==> src/rtl/core/lmbs_pkg.sv <==
`timescale 1ns / 1ps

package lmbs_pkg;

	localparam int RATE_FRAC_BITS = 29;
	localparam int POP_FRAC_BITS  = 30;

	localparam int RATE_W = 32;
	localparam int POP_W  = 31;
	localparam int CNT_W  = 13;
	localparam int WARM_W = 16;
	localparam int LOOP_W = 16;
	localparam int PC_W   = 5;
	localparam int ADDR_W = 4;

	localparam logic [RATE_W-1:0] RATE_ONE       = RATE_W'(64'd1 << RATE_FRAC_BITS);
	localparam logic [RATE_W-1:0] RATE_TWO_EIGHT =
		RATE_W'(((64'd14 << RATE_FRAC_BITS) + 64'd2) / 64'd5);
	localparam logic [RATE_W:0]   RATE_FOUR      = (RATE_W+1)'(64'd4 << RATE_FRAC_BITS);
	localparam logic [POP_W-1:0]  POP_ONE        = POP_W'(64'd1 << POP_FRAC_BITS);

	localparam logic [30:0] RST_START_POP = 31'd536870912;
	localparam logic [31:0] RST_RATE_STEP = 32'd2684355;
	localparam logic [12:0] RST_PPR       = 13'd150;
	localparam logic [15:0] RST_WARMUP    = 16'd10000;

	typedef enum logic [1:0] {
		REG_START_POP = 2'd0,
		REG_RATE_STEP = 2'd1,
		REG_PPR       = 2'd2,
		REG_WARMUP    = 2'd3
	} reg_idx_t;

	typedef struct packed {
		logic [POP_W-1:0]  start_population;
		logic [RATE_W-1:0] rate_step;
		logic [CNT_W-1:0]  points_per_rate;
		logic [WARM_W-1:0] warmup_iterations;
	} cfg_t;

	typedef enum logic [3:0] {
		OP_NOP,
		OP_ACCEPT,
		OP_SEED,
		OP_MUL1,
		OP_MUL2,
		OP_XUPD,
		OP_XEMIT,
		OP_ZERO,
		OP_DIVINIT,
		OP_DIVSTEP,
		OP_DIVDONE,
		OP_EMIT
	} op_t;

	typedef enum logic [3:0] {
		C_NEVER,
		C_ALWAYS,
		C_NO_INPUT,
		C_OUT_BUSY,
		C_R_LE_ONE,
		C_R_LE_TWO8,
		C_CNT_NZ,
		C_LOOP_ZERO,
		C_LOOP_MORE
	} cond_t;

	typedef struct packed {
		op_t             op;
		cond_t           cond;
		logic [PC_W-1:0] target;
	} ctrl_word_t;

	typedef struct packed {
		logic in_valid;
		logic out_blocked;
		logic r_le_one;
		logic r_le_two8;
		logic cnt_nz;
		logic loop_zero;
		logic loop_more;
	} status_t;

	localparam logic [PC_W-1:0] A_WAIT    = 5'd0;
	localparam logic [PC_W-1:0] A_WARM    = 5'd6;
	localparam logic [PC_W-1:0] A_ITER    = 5'd9;
	localparam logic [PC_W-1:0] A_ZERO    = 5'd12;
	localparam logic [PC_W-1:0] A_DIV     = 5'd13;
	localparam logic [PC_W-1:0] A_DIVSTEP = 5'd14;
	localparam logic [PC_W-1:0] A_EMIT    = 5'd31;

	// emit sits at the top address so its fall-through wraps to the wait step
	function automatic ctrl_word_t ucode(input logic [PC_W-1:0] addr);
		ctrl_word_t w;
		w = '{op: OP_NOP, cond: C_ALWAYS, target: A_WAIT};
		case (addr)
			5'd0:  w = '{op: OP_ACCEPT,  cond: C_NO_INPUT,  target: A_WAIT};
			5'd1:  w = '{op: OP_NOP,     cond: C_R_LE_ONE,  target: A_ZERO};
			5'd2:  w = '{op: OP_NOP,     cond: C_R_LE_TWO8, target: A_DIV};
			5'd3:  w = '{op: OP_NOP,     cond: C_CNT_NZ,    target: A_ITER};
			5'd4:  w = '{op: OP_SEED,    cond: C_NEVER,     target: A_WAIT};
			5'd5:  w = '{op: OP_NOP,     cond: C_LOOP_ZERO, target: A_ITER};
			5'd6:  w = '{op: OP_MUL1,    cond: C_NEVER,     target: A_WAIT};
			5'd7:  w = '{op: OP_MUL2,    cond: C_NEVER,     target: A_WAIT};
			5'd8:  w = '{op: OP_XUPD,    cond: C_LOOP_MORE, target: A_WARM};
			5'd9:  w = '{op: OP_MUL1,    cond: C_NEVER,     target: A_WAIT};
			5'd10: w = '{op: OP_MUL2,    cond: C_NEVER,     target: A_WAIT};
			5'd11: w = '{op: OP_XEMIT,   cond: C_ALWAYS,    target: A_EMIT};
			5'd12: w = '{op: OP_ZERO,    cond: C_ALWAYS,    target: A_EMIT};
			5'd13: w = '{op: OP_DIVINIT, cond: C_NEVER,     target: A_WAIT};
			5'd14: w = '{op: OP_DIVSTEP, cond: C_LOOP_MORE, target: A_DIVSTEP};
			5'd15: w = '{op: OP_DIVDONE, cond: C_ALWAYS,    target: A_EMIT};
			5'd31: w = '{op: OP_EMIT,    cond: C_OUT_BUSY,  target: A_EMIT};
			default: w = '{op: OP_NOP,   cond: C_ALWAYS,    target: A_WAIT};
		endcase
		return w;
	endfunction

endpackage

==> src/rtl/core/lmbs_useq.sv <==
`timescale 1ns / 1ps

module lmbs_useq
	import lmbs_pkg::*;
(
	input  logic       clk,
	input  logic       arst_n,
	input  status_t    status,
	output ctrl_word_t ctrl
);

	logic [PC_W-1:0] pc_q;
	logic            take;

	assign ctrl = ucode(pc_q);

	always_comb begin
		case (ctrl.cond)
			C_NEVER:     take = 1'b0;
			C_ALWAYS:    take = 1'b1;
			C_NO_INPUT:  take = !status.in_valid;
			C_OUT_BUSY:  take = status.out_blocked;
			C_R_LE_ONE:  take = status.r_le_one;
			C_R_LE_TWO8: take = status.r_le_two8;
			C_CNT_NZ:    take = status.cnt_nz;
			C_LOOP_ZERO: take = status.loop_zero;
			C_LOOP_MORE: take = status.loop_more;
			default:     take = 1'b0;
		endcase
	end

	always_ff @(posedge clk or negedge arst_n) begin
		if (!arst_n) begin
			pc_q <= A_WAIT;
		end else if (take) begin
			pc_q <= ctrl.target;
		end else begin
			pc_q <= pc_q + PC_W'(1);
		end
	end

endmodule

==> config.mk <==
export PLATFORM = sky130hd
export DESIGN_NAME = lmbs_useq
export DESIGN_NICKNAME = d
export VERILOG_FILES = /design/src/rtl/core/lmbs_pkg.sv /design/src/rtl/core/lmbs_useq.sv
export SDC_FILE = /design/constraint.sdc
export NUM_CORES = 1
export LEC_CHECK = 0
export ABC_AREA = 1
export BUFFER_PORTS_ARGS = -buffer_cell sky130_fd_sc_hd__clkbuf_2
export CAP_MARGIN = 10
export CORE_MARGIN = 10
export CORE_UTILIZATION = 50
export CTS_BUF_LIST = sky130_fd_sc_hd__clkbuf_4 sky130_fd_sc_hd__clkbuf_8
export DETAILED_ROUTE_END_ITERATION = 7
export PLACE_DENSITY = 0.75
export SYNTH_ARGS = -nofsm -noshare
export SYNTH_HDL_FRONTEND = slang
export SYNTH_SLANG_ARGS = --single-unit
export TNS_END_PERCENT = 10
==> constraint.sdc <==
create_clock -name clk -period 2.4 [get_ports clk]
set_clock_uncertainty 0.15 [all_clocks]
set_input_delay 0.24 -clock clk [delete_from_list [all_inputs] [get_ports clk]]
set_output_delay 0.24 -clock clk [all_outputs]
set_load 0.005 [all_outputs]
==> results.sh, run 1 <==
export IMPL_grt_usage_pct=11.5
export IMPL_core_area_mm2=0.00149
export IMPL_r2r_end="pc_q[3]"
export IMPL_fin_crit_sh_pct=95.3
export IMPL_crit_path_end_kind="output pin"
export IMPL_post_drt_via_cell_ratio=5.19
export IMPL_ys_ff_latch=5
export IMPL_top_regs="pc_q: 5 flops"
export IMPL_gp_congestion=0.827
export IMPL_dr_pass1_iters=4
export IMPL_ys_types=25
export IMPL_fmax_mhz=437
export IMPL_max_slew_margin_pct=72.7
export IMPL_clkTransAtPathRegs_ns=0.04
export IMPL_setup_worst_path_start="pc_q[1]"
export IMPL_grt_overflow_total=0
export IMPL_peakVddDrop_v=0.00101
export IMPL_grt_pass1_wl_um=3270
export IMPL_syn_to_final_growth_pct=19.3
export IMPL_power_leakage_nw=0.533
export IMPL_clkSinkCount=5
export IMPL_antenna_cells=0
export IMPL_netlist_area_um2=771
export IMPL_rsz0062_at_grt="no"
export IMPL_io_buffers=21
export IMPL_critPathRequiredTime_ns=2.01
export IMPL_drc=0
export IMPL_worstSetupStartpointType="register"
export IMPL_synthCells=113
export IMPL_critical_path_class="register to output pin"
export IMPL_syn_avg_cell_area_um2=6.82
export IMPL_fin_tns_setup_ns=0
export IMPL_clockRootBuffer="clkbuf_4"
export IMPL_die_area_mm2=0.00351
export IMPL_hold_viol=0
export IMPL_ys_warn_count=0
export IMPL_die_h_um=59.3
export IMPL_rows=14
export IMPL_ant_nets=0
export IMPL_synth_edf_count=0
export IMPL_antenna_found_initial=0
export IMPL_dp_cells=148
export IMPL_worstPathMaxFanout=7
export IMPL_synth_top_area_share_pct=16.2
export IMPL_cts_htree_levels=1
export IMPL_reg2regPathDepth=11
export IMPL_async_flop_share_pct=100
export IMPL_r2r_setup_slack_ns=0.41
export IMPL_grt_pass1_vias=772
export IMPL_vias=794
export IMPL_arrival_ns=1.90
export IMPL_fill_cells=146
export IMPL_routedWlPerCell_um=12.3
export IMPL_setup_viol=0
export IMPL_status="completed"
export IMPL_slew_viol_final=0
export IMPL_yosys_area_top_type="dfrtp_1"
export IMPL_largest_reg_flops=5
export IMPL_grt_max_degree=12
export IMPL_worstHoldPathType="input pin to async pin"
export IMPL_worstSkewPairLatency_ns=0.24
export IMPL_ys_top_cells_by_area="dfrtp_1 (16%), nand2_1 (15%), ha_1 (11%), nand3_1 (8.4%), inv_1 (6.8%)"
export IMPL_dp_slack_ns=0.337
export IMPL_cts_tree="done"
export IMPL_synth_yosys_seq_area_share_pct=16.2
export IMPL_setup_ws_ns=0.112
export IMPL_cts_buffer_depth=2
export IMPL_tightest_slew_ns=0.409
export IMPL_powerDensity_mw_per_mm2=1720
export IMPL_wl_um=1890
export IMPL_start_util_pct=51.8
export IMPL_drv_cap=0
export IMPL_min_period_ns=2.29
export IMPL_io_pins=22
export IMPL_regMostFlops="pc_q"
export IMPL_drive_gt1_share_pct=35.0
export IMPL_place_hpwl_um=1580
export IMPL_finalNonFillerCells=153
export IMPL_yosys_most_used_dff="dfrtp_1"
export IMPL_reg2reg_from="pc_q[1]"
export IMPL_nets=154
export IMPL_drt_initial_drc_count=20
export IMPL_synth_nets=129
export IMPL_cts_made_buffers=3
export IMPL_die_x_um=59.3
export IMPL_post_cts_buffers=0
per-stage QoR:
stage / utilization [%] / area [um2] / hold WS, ns / total power, mW
after floorplan: - / 771 / -0.206 / 1.15
after global placement: 58.9 / 877 / -0.0919 / 1.46
after detailed placement: 58.9 / 877 / -0.0912 / 1.47
after CTS: 61.6 / 917 / 0.195 / 1.59
after global routing: 61.8 / 920 / 0.198 / 1.78
final: 61.8 / 920 / 0.201 / 1.58
metal layers:
metal  part of all wire [%]  vias up  GRT usage [%]
met4                    1.4        0           4.92
met5                      0        -              0
met1                     44      346           13.0
met3                    5.7        4           4.94
li1                       -      415              -
met2                     49       29           18.3
where the power goes:
part | switching (mW) | total, mW | leakage [nW] | internal, mW
Clock | 0.0340 | 0.108 | 0.0184 | 0.0741
Combinational | 0.783 | 1.26 | 0.454 | 0.473
Sequential | 0.0881 | 0.220 | 0.0609 | 0.132
Total | 0.906 | 1.58 | 0.533 | 0.679
cell type report:
type | count | area, um2 | share of cell area [%]
multi-input cells | 88 | 559 | 60.8
repair buffers | 22 | 115 | 12.5
well taps | 16 | 20.0 | 2.18
clock buffers | 4 | 30.0 | 3.27
inverters | 18 | 67.6 | 7.35
flip-flops and latches | 5 | 128 | 13.9
cells in the final DEF (no fill, tap or decap), types with 2 or more instances in the layout:
| cell type | netlist | layout |
|---|---|---|
| inv_1 | 14 | 13 |
| nor2_4 | 3 | 3 |
| dfrtp_2 | 0 | 2 |
| nand2_1 | 31 | 31 |
| o211ai_1 | 2 | 2 |
| nand3_2 | 3 | 3 |
| clkbuf_4 | 0 | 4 |
| o21ai_0 | 5 | 5 |
| dfrtp_1 | 5 | 3 |
| clkbuf_2 | 0 | 21 |
| nand2_2 | 4 | 4 |
| xor2_1 | 2 | 2 |
| ha_1 | 7 | 7 |
| inv_2 | 4 | 5 |
| nand3_1 | 13 | 13 |
| nor2_1 | 5 | 5 |
| nand2_4 | 3 | 3 |
| nand3_4 | 2 | 2 |
cell usage after synthesis, types with 2 or more instances:
library cell and n:
nand2_1 31, inv_1 14, nand3_1 13, ha_1 7, dfrtp_1 5, nor2_1 5, o21ai_0 5, inv_2 4
nand2_2 4, nand2_4 3, nand3_2 3, nor2_4 3, nand3_4 2, o211ai_1 2, xor2_1 2
worst max path at each step:
stage	to	slack (ns)	cells after the start
finish	ctrl[0]	0.11	8
global route	ctrl[0]	0.005	8
CTS	ctrl[0]	0.06	8
detailed placement	ctrl[0]	0.34	8
global placement	ctrl[0]	0.38	8
floorplan	pc_q[0]	0.60	12
worst max-delay path, cell delays in order (launching register included):
cell	delay (ns)
dfrtp_2	0.44
inv_1	0.17
ha_1	0.31
nand2_1	0.10
inv_1	0.05
nor2_1	0.16
a21boi_0	0.14
o21ai_0	0.13
clkbuf_2	0.16
cell families (layout without fill, tap and decap cells):
logic type	Yosys count	after routing	share of synthesized area, %
flip-flops	5	5	16.2
adder cells (fa/ha/maj)	7	7	11.4
buffers and inverters	20	44	11.2
XOR/XNOR	2	2	2.27
AND/OR/NAND/NOR	66	66	47.9
AO/OA/AOI/OAI	13	13	11.0
repair_timing:
action | in CTS | in global routing
setup endpoints to repair | 0 | 1
hold buffers | 1 | 0
endpoints found under the hold margin | 5 | 0
resized for setup | 0 | 3
(Power assumes the default switching activity.)
==> inputs of run 2 (changes only) <==
--- a/config.mk
+++ b/config.mk
@@ -5,14 +5,14 @@
 export SDC_FILE = /design/constraint.sdc
 export NUM_CORES = 1
 export LEC_CHECK = 0
-export ABC_AREA = 1
+export ABC_AREA = 0
 export BUFFER_PORTS_ARGS = -buffer_cell sky130_fd_sc_hd__clkbuf_2
 export CAP_MARGIN = 10
 export CORE_MARGIN = 10
-export CORE_UTILIZATION = 50
+export CORE_UTILIZATION = 53
 export CTS_BUF_LIST = sky130_fd_sc_hd__clkbuf_4 sky130_fd_sc_hd__clkbuf_8
 export DETAILED_ROUTE_END_ITERATION = 7
-export PLACE_DENSITY = 0.75
+export PLACE_DENSITY_LB_ADDON = 0.3
 export SYNTH_ARGS = -nofsm -noshare
 export SYNTH_HDL_FRONTEND = slang
 export SYNTH_SLANG_ARGS = --single-unit
==> run 2 against run 1 <==
The flow now finishes with violations (setup timing). Combinational power up 48%. Clock-buffer cell count unchanged. Wire length up 39%. Fmax down 7.6%. Register-to-register slack worse by 0.49 ns. Non-clock buffer count up 24. Core utilization up 24 points. Synthesized cell count down 28%. Power up 38%. Clock power up 5%. Global-route usage up 4.3 points. Hold slack better by 0.0076 ns.
==> results.sh, run 2 <==
export IMPL_status="finished with violations"
export IMPL_failed_checks="setup timing"
export IMPL_ys_warn_count=0
export IMPL_nets=143
export IMPL_core_area_mm2=0.00132
export IMPL_fin_crit_sh_pct=103
export IMPL_design_area_mm2=0.00113
export IMPL_die_x_um=57.6
export IMPL_cpMaxStageDelayCell="dfrtp_2"
export IMPL_met1_length_um=1030
export IMPL_grt_usage_pct=15.8
export IMPL_ant_nets=0
export IMPL_synth_top_family_by_area="compound AO/OA/AOI/OAI gates"
export IMPL_post_route_util_pct=86.1
export IMPL_reg2regPathDepth=8
export IMPL_setup_viol=5
export IMPL_slew_viol_final=0
export IMPL_regMostFlops="pc_q"
export IMPL_critical_path_class="register to register"
export IMPL_clkTransAtPathRegs_ns=0.04
export IMPL_cts_made_buffers=3
export IMPL_worstHoldPathType="input pin to async pin"
export IMPL_grt_overflow_total=0
export IMPL_grt_pass1_vias=872
export IMPL_drive_gt1_share_pct=59.5
export IMPL_grt_pass1_wl_um=4200
export IMPL_drt_initial_drc_count=20
export IMPL_io_pins=22
export IMPL_rows=13
export IMPL_min_period_ns=2.48
export IMPL_die_area_mm2=0.00331
export IMPL_synth_nets=97
export IMPL_worstSkewPairLatency_ns=0.25
export IMPL_drc=0
export IMPL_met3WireLength_um=226
export IMPL_fin_hold_ws_ns=0.208
export IMPL_ys_types=36
export IMPL_synth_compound_area_share_pct=26.9
export IMPL_power_leakage_nw=0.559
export IMPL_die_h_um=57.6
export IMPL_rsz0062_at_grt="yes"
export IMPL_yosys_area_share_simple_pct=20.1
export IMPL_powerDensity_mw_per_mm2=1930
export IMPL_synth_common_cells="ha_1 (7), a21oi_1 (6), dfrtp_1 (5)"
export IMPL_synth_most_common_cell="ha_1"
export IMPL_synth_top_area_share_pct=16.7
export IMPL_top_regs="pc_q: 5 flops"
export IMPL_max_slew_margin_pct=75.3
export IMPL_cts_buffer_depth=2
export IMPL_cts_tree="done"
export IMPL_wl_met2_um=1290
export IMPL_async_flop_share_pct=100
export IMPL_crit_path_end_kind="register"
export IMPL_yosys_area_share_adder_pct=11.7
export IMPL_finalNonFillerCells=141
export IMPL_arrival_ns=2.46
export IMPL_gp_congestion=0.830
export IMPL_peakVddDrop_v=0.00115
export IMPL_synth_xor_area_share_pct=2.34
export IMPL_critPathRequiredTime_ns=2.38
export IMPL_crit_path_cell_trace="inv_4 > ha_4 > nor2b_4 > o41ai_4 > and2b_1 > o31ai_4 > o32a_4 > mux2_4"
export IMPL_clockRootBuffer="clkbuf_4"
export IMPL_clkSinkCount=5
export IMPL_post_drt_via_cell_ratio=5.94
export IMPL_reg2reg_from="pc_q[0]"
export IMPL_vias=837
export IMPL_dp_slack_ns=-0.110
export IMPL_drv_cap=0
export IMPL_routedWlPerCell_um=18.6
export IMPL_io_buffers=21
export IMPL_largest_reg_flops=5
export IMPL_ys_ff_latch=5
export IMPL_synth_edf_count=0
export IMPL_antenna_cells=0
export IMPL_worstSetupStartpointType="register"
export IMPL_syn_to_final_growth_pct=51.7
export IMPL_place_hpwl_um=1770
export IMPL_final_common_cell="buf_4"
export IMPL_grt_max_degree=12
export IMPL_dp_cells=128
export IMPL_netlist_area_um2=748
export IMPL_cpPeakStageDelay_ns=0.45
export IMPL_path_delay_family="compound AO/OA/AOI/OAI gates"
export IMPL_tightest_slew_ns=0.370
export IMPL_fmax_mhz=404
export IMPL_crit_cells=8
export IMPL_top_layer_used="met4"
export IMPL_place_area_um2=992
export IMPL_ys_top_cells_by_area="dfrtp_1 (17%), ha_1 (12%), mux2_4 (8.0%), a21oi_1 (4.0%), nor2b_4 (3.7%)"
export IMPL_start_util_pct=56.8
export IMPL_synth_yosys_seq_area_share_pct=16.7
export IMPL_synthCells=81
export IMPL_finalPower_mw=2.19
export IMPL_path_buf_inv=1
export IMPL_yosys_area_top_type="dfrtp_1"
export IMPL_final_cell_mix="buf_4 (24), clkbuf_2 (21), a21oi_1 (6)"
export IMPL_worstPathMaxFanout=5
export IMPL_cts_htree_levels=1
export IMPL_hold_viol=0
export IMPL_dr_pass1_iters=4
export IMPL_setup_worst_path_start="pc_q[0]"
export IMPL_synth_area_mux_share_pct=15.2
export IMPL_fin_tns_setup_ns=-0.294
export IMPL_syn_avg_cell_area_um2=9.24
export IMPL_antenna_found_initial=0
export IMPL_wl_um=2620
export IMPL_yosys_most_used_dff="dfrtp_1"
export IMPL_setup_ws_ns=-0.0752
-- run 2: path summary, 6_finish.rpt --
check / end / slack (ns)
max: pc_q[0] / -0.08
min: pc_q[3] / 0.21
max reg2reg: pc_q[0] / -0.08
min reg2reg: pc_q[2] / 0.78
max in group asynchronous: pc_q[1] / 1.73
min in group clk: pc_q[4] / 0.46
-- run 2: per-layer routing --
layer / vias to the layer above / GRT usage (%)
met3: 8 / 7.52
li1: 384 / -
met1: 395 / 16.5
met2: 50 / 25.6
met4: 0 / 8.39
met5: - / 0
-- run 2: report_power, final --
group,total (mW),internal (mW),switching (mW),leakage (nW)
Clock,0.113,0.0744,0.0386,0.0184
Combinational,1.86,1.02,0.832,0.480
Sequential,0.219,0.134,0.0854,0.0603
Total,2.19,1.23,0.956,0.559
-- run 2: cell families (layout without fill, tap and decap cells) --
group | after synthesis | count (layout)
buf+inv | 10 | 55
fa+ha+maj | 7 | 7
compound gates | 25 | 25
mux | 8 | 8
xor+xnor | 2 | 2
simple gates | 24 | 24
flops | 5 | 5
-- run 2: area by class of cell --
type | instances | area [um2]
inverter | 5 | 23.8
multi-input combinational | 66 | 639
sequential | 5 | 128
tap | 15 | 18.8
clock buffer | 4 | 30.0
fill | 72 | 183
timing repair buffer | 46 | 295
-- run 2: repair_timing --
action / in CTS / in global routing
setup endpoints to repair: 5 / 7
pin swaps: 2 / 4
endpoints found under the hold margin: 5 / 0
buffers inserted: 7 / 1
hold buffers: 1 / 0
gates resized for setup: 3 / 6
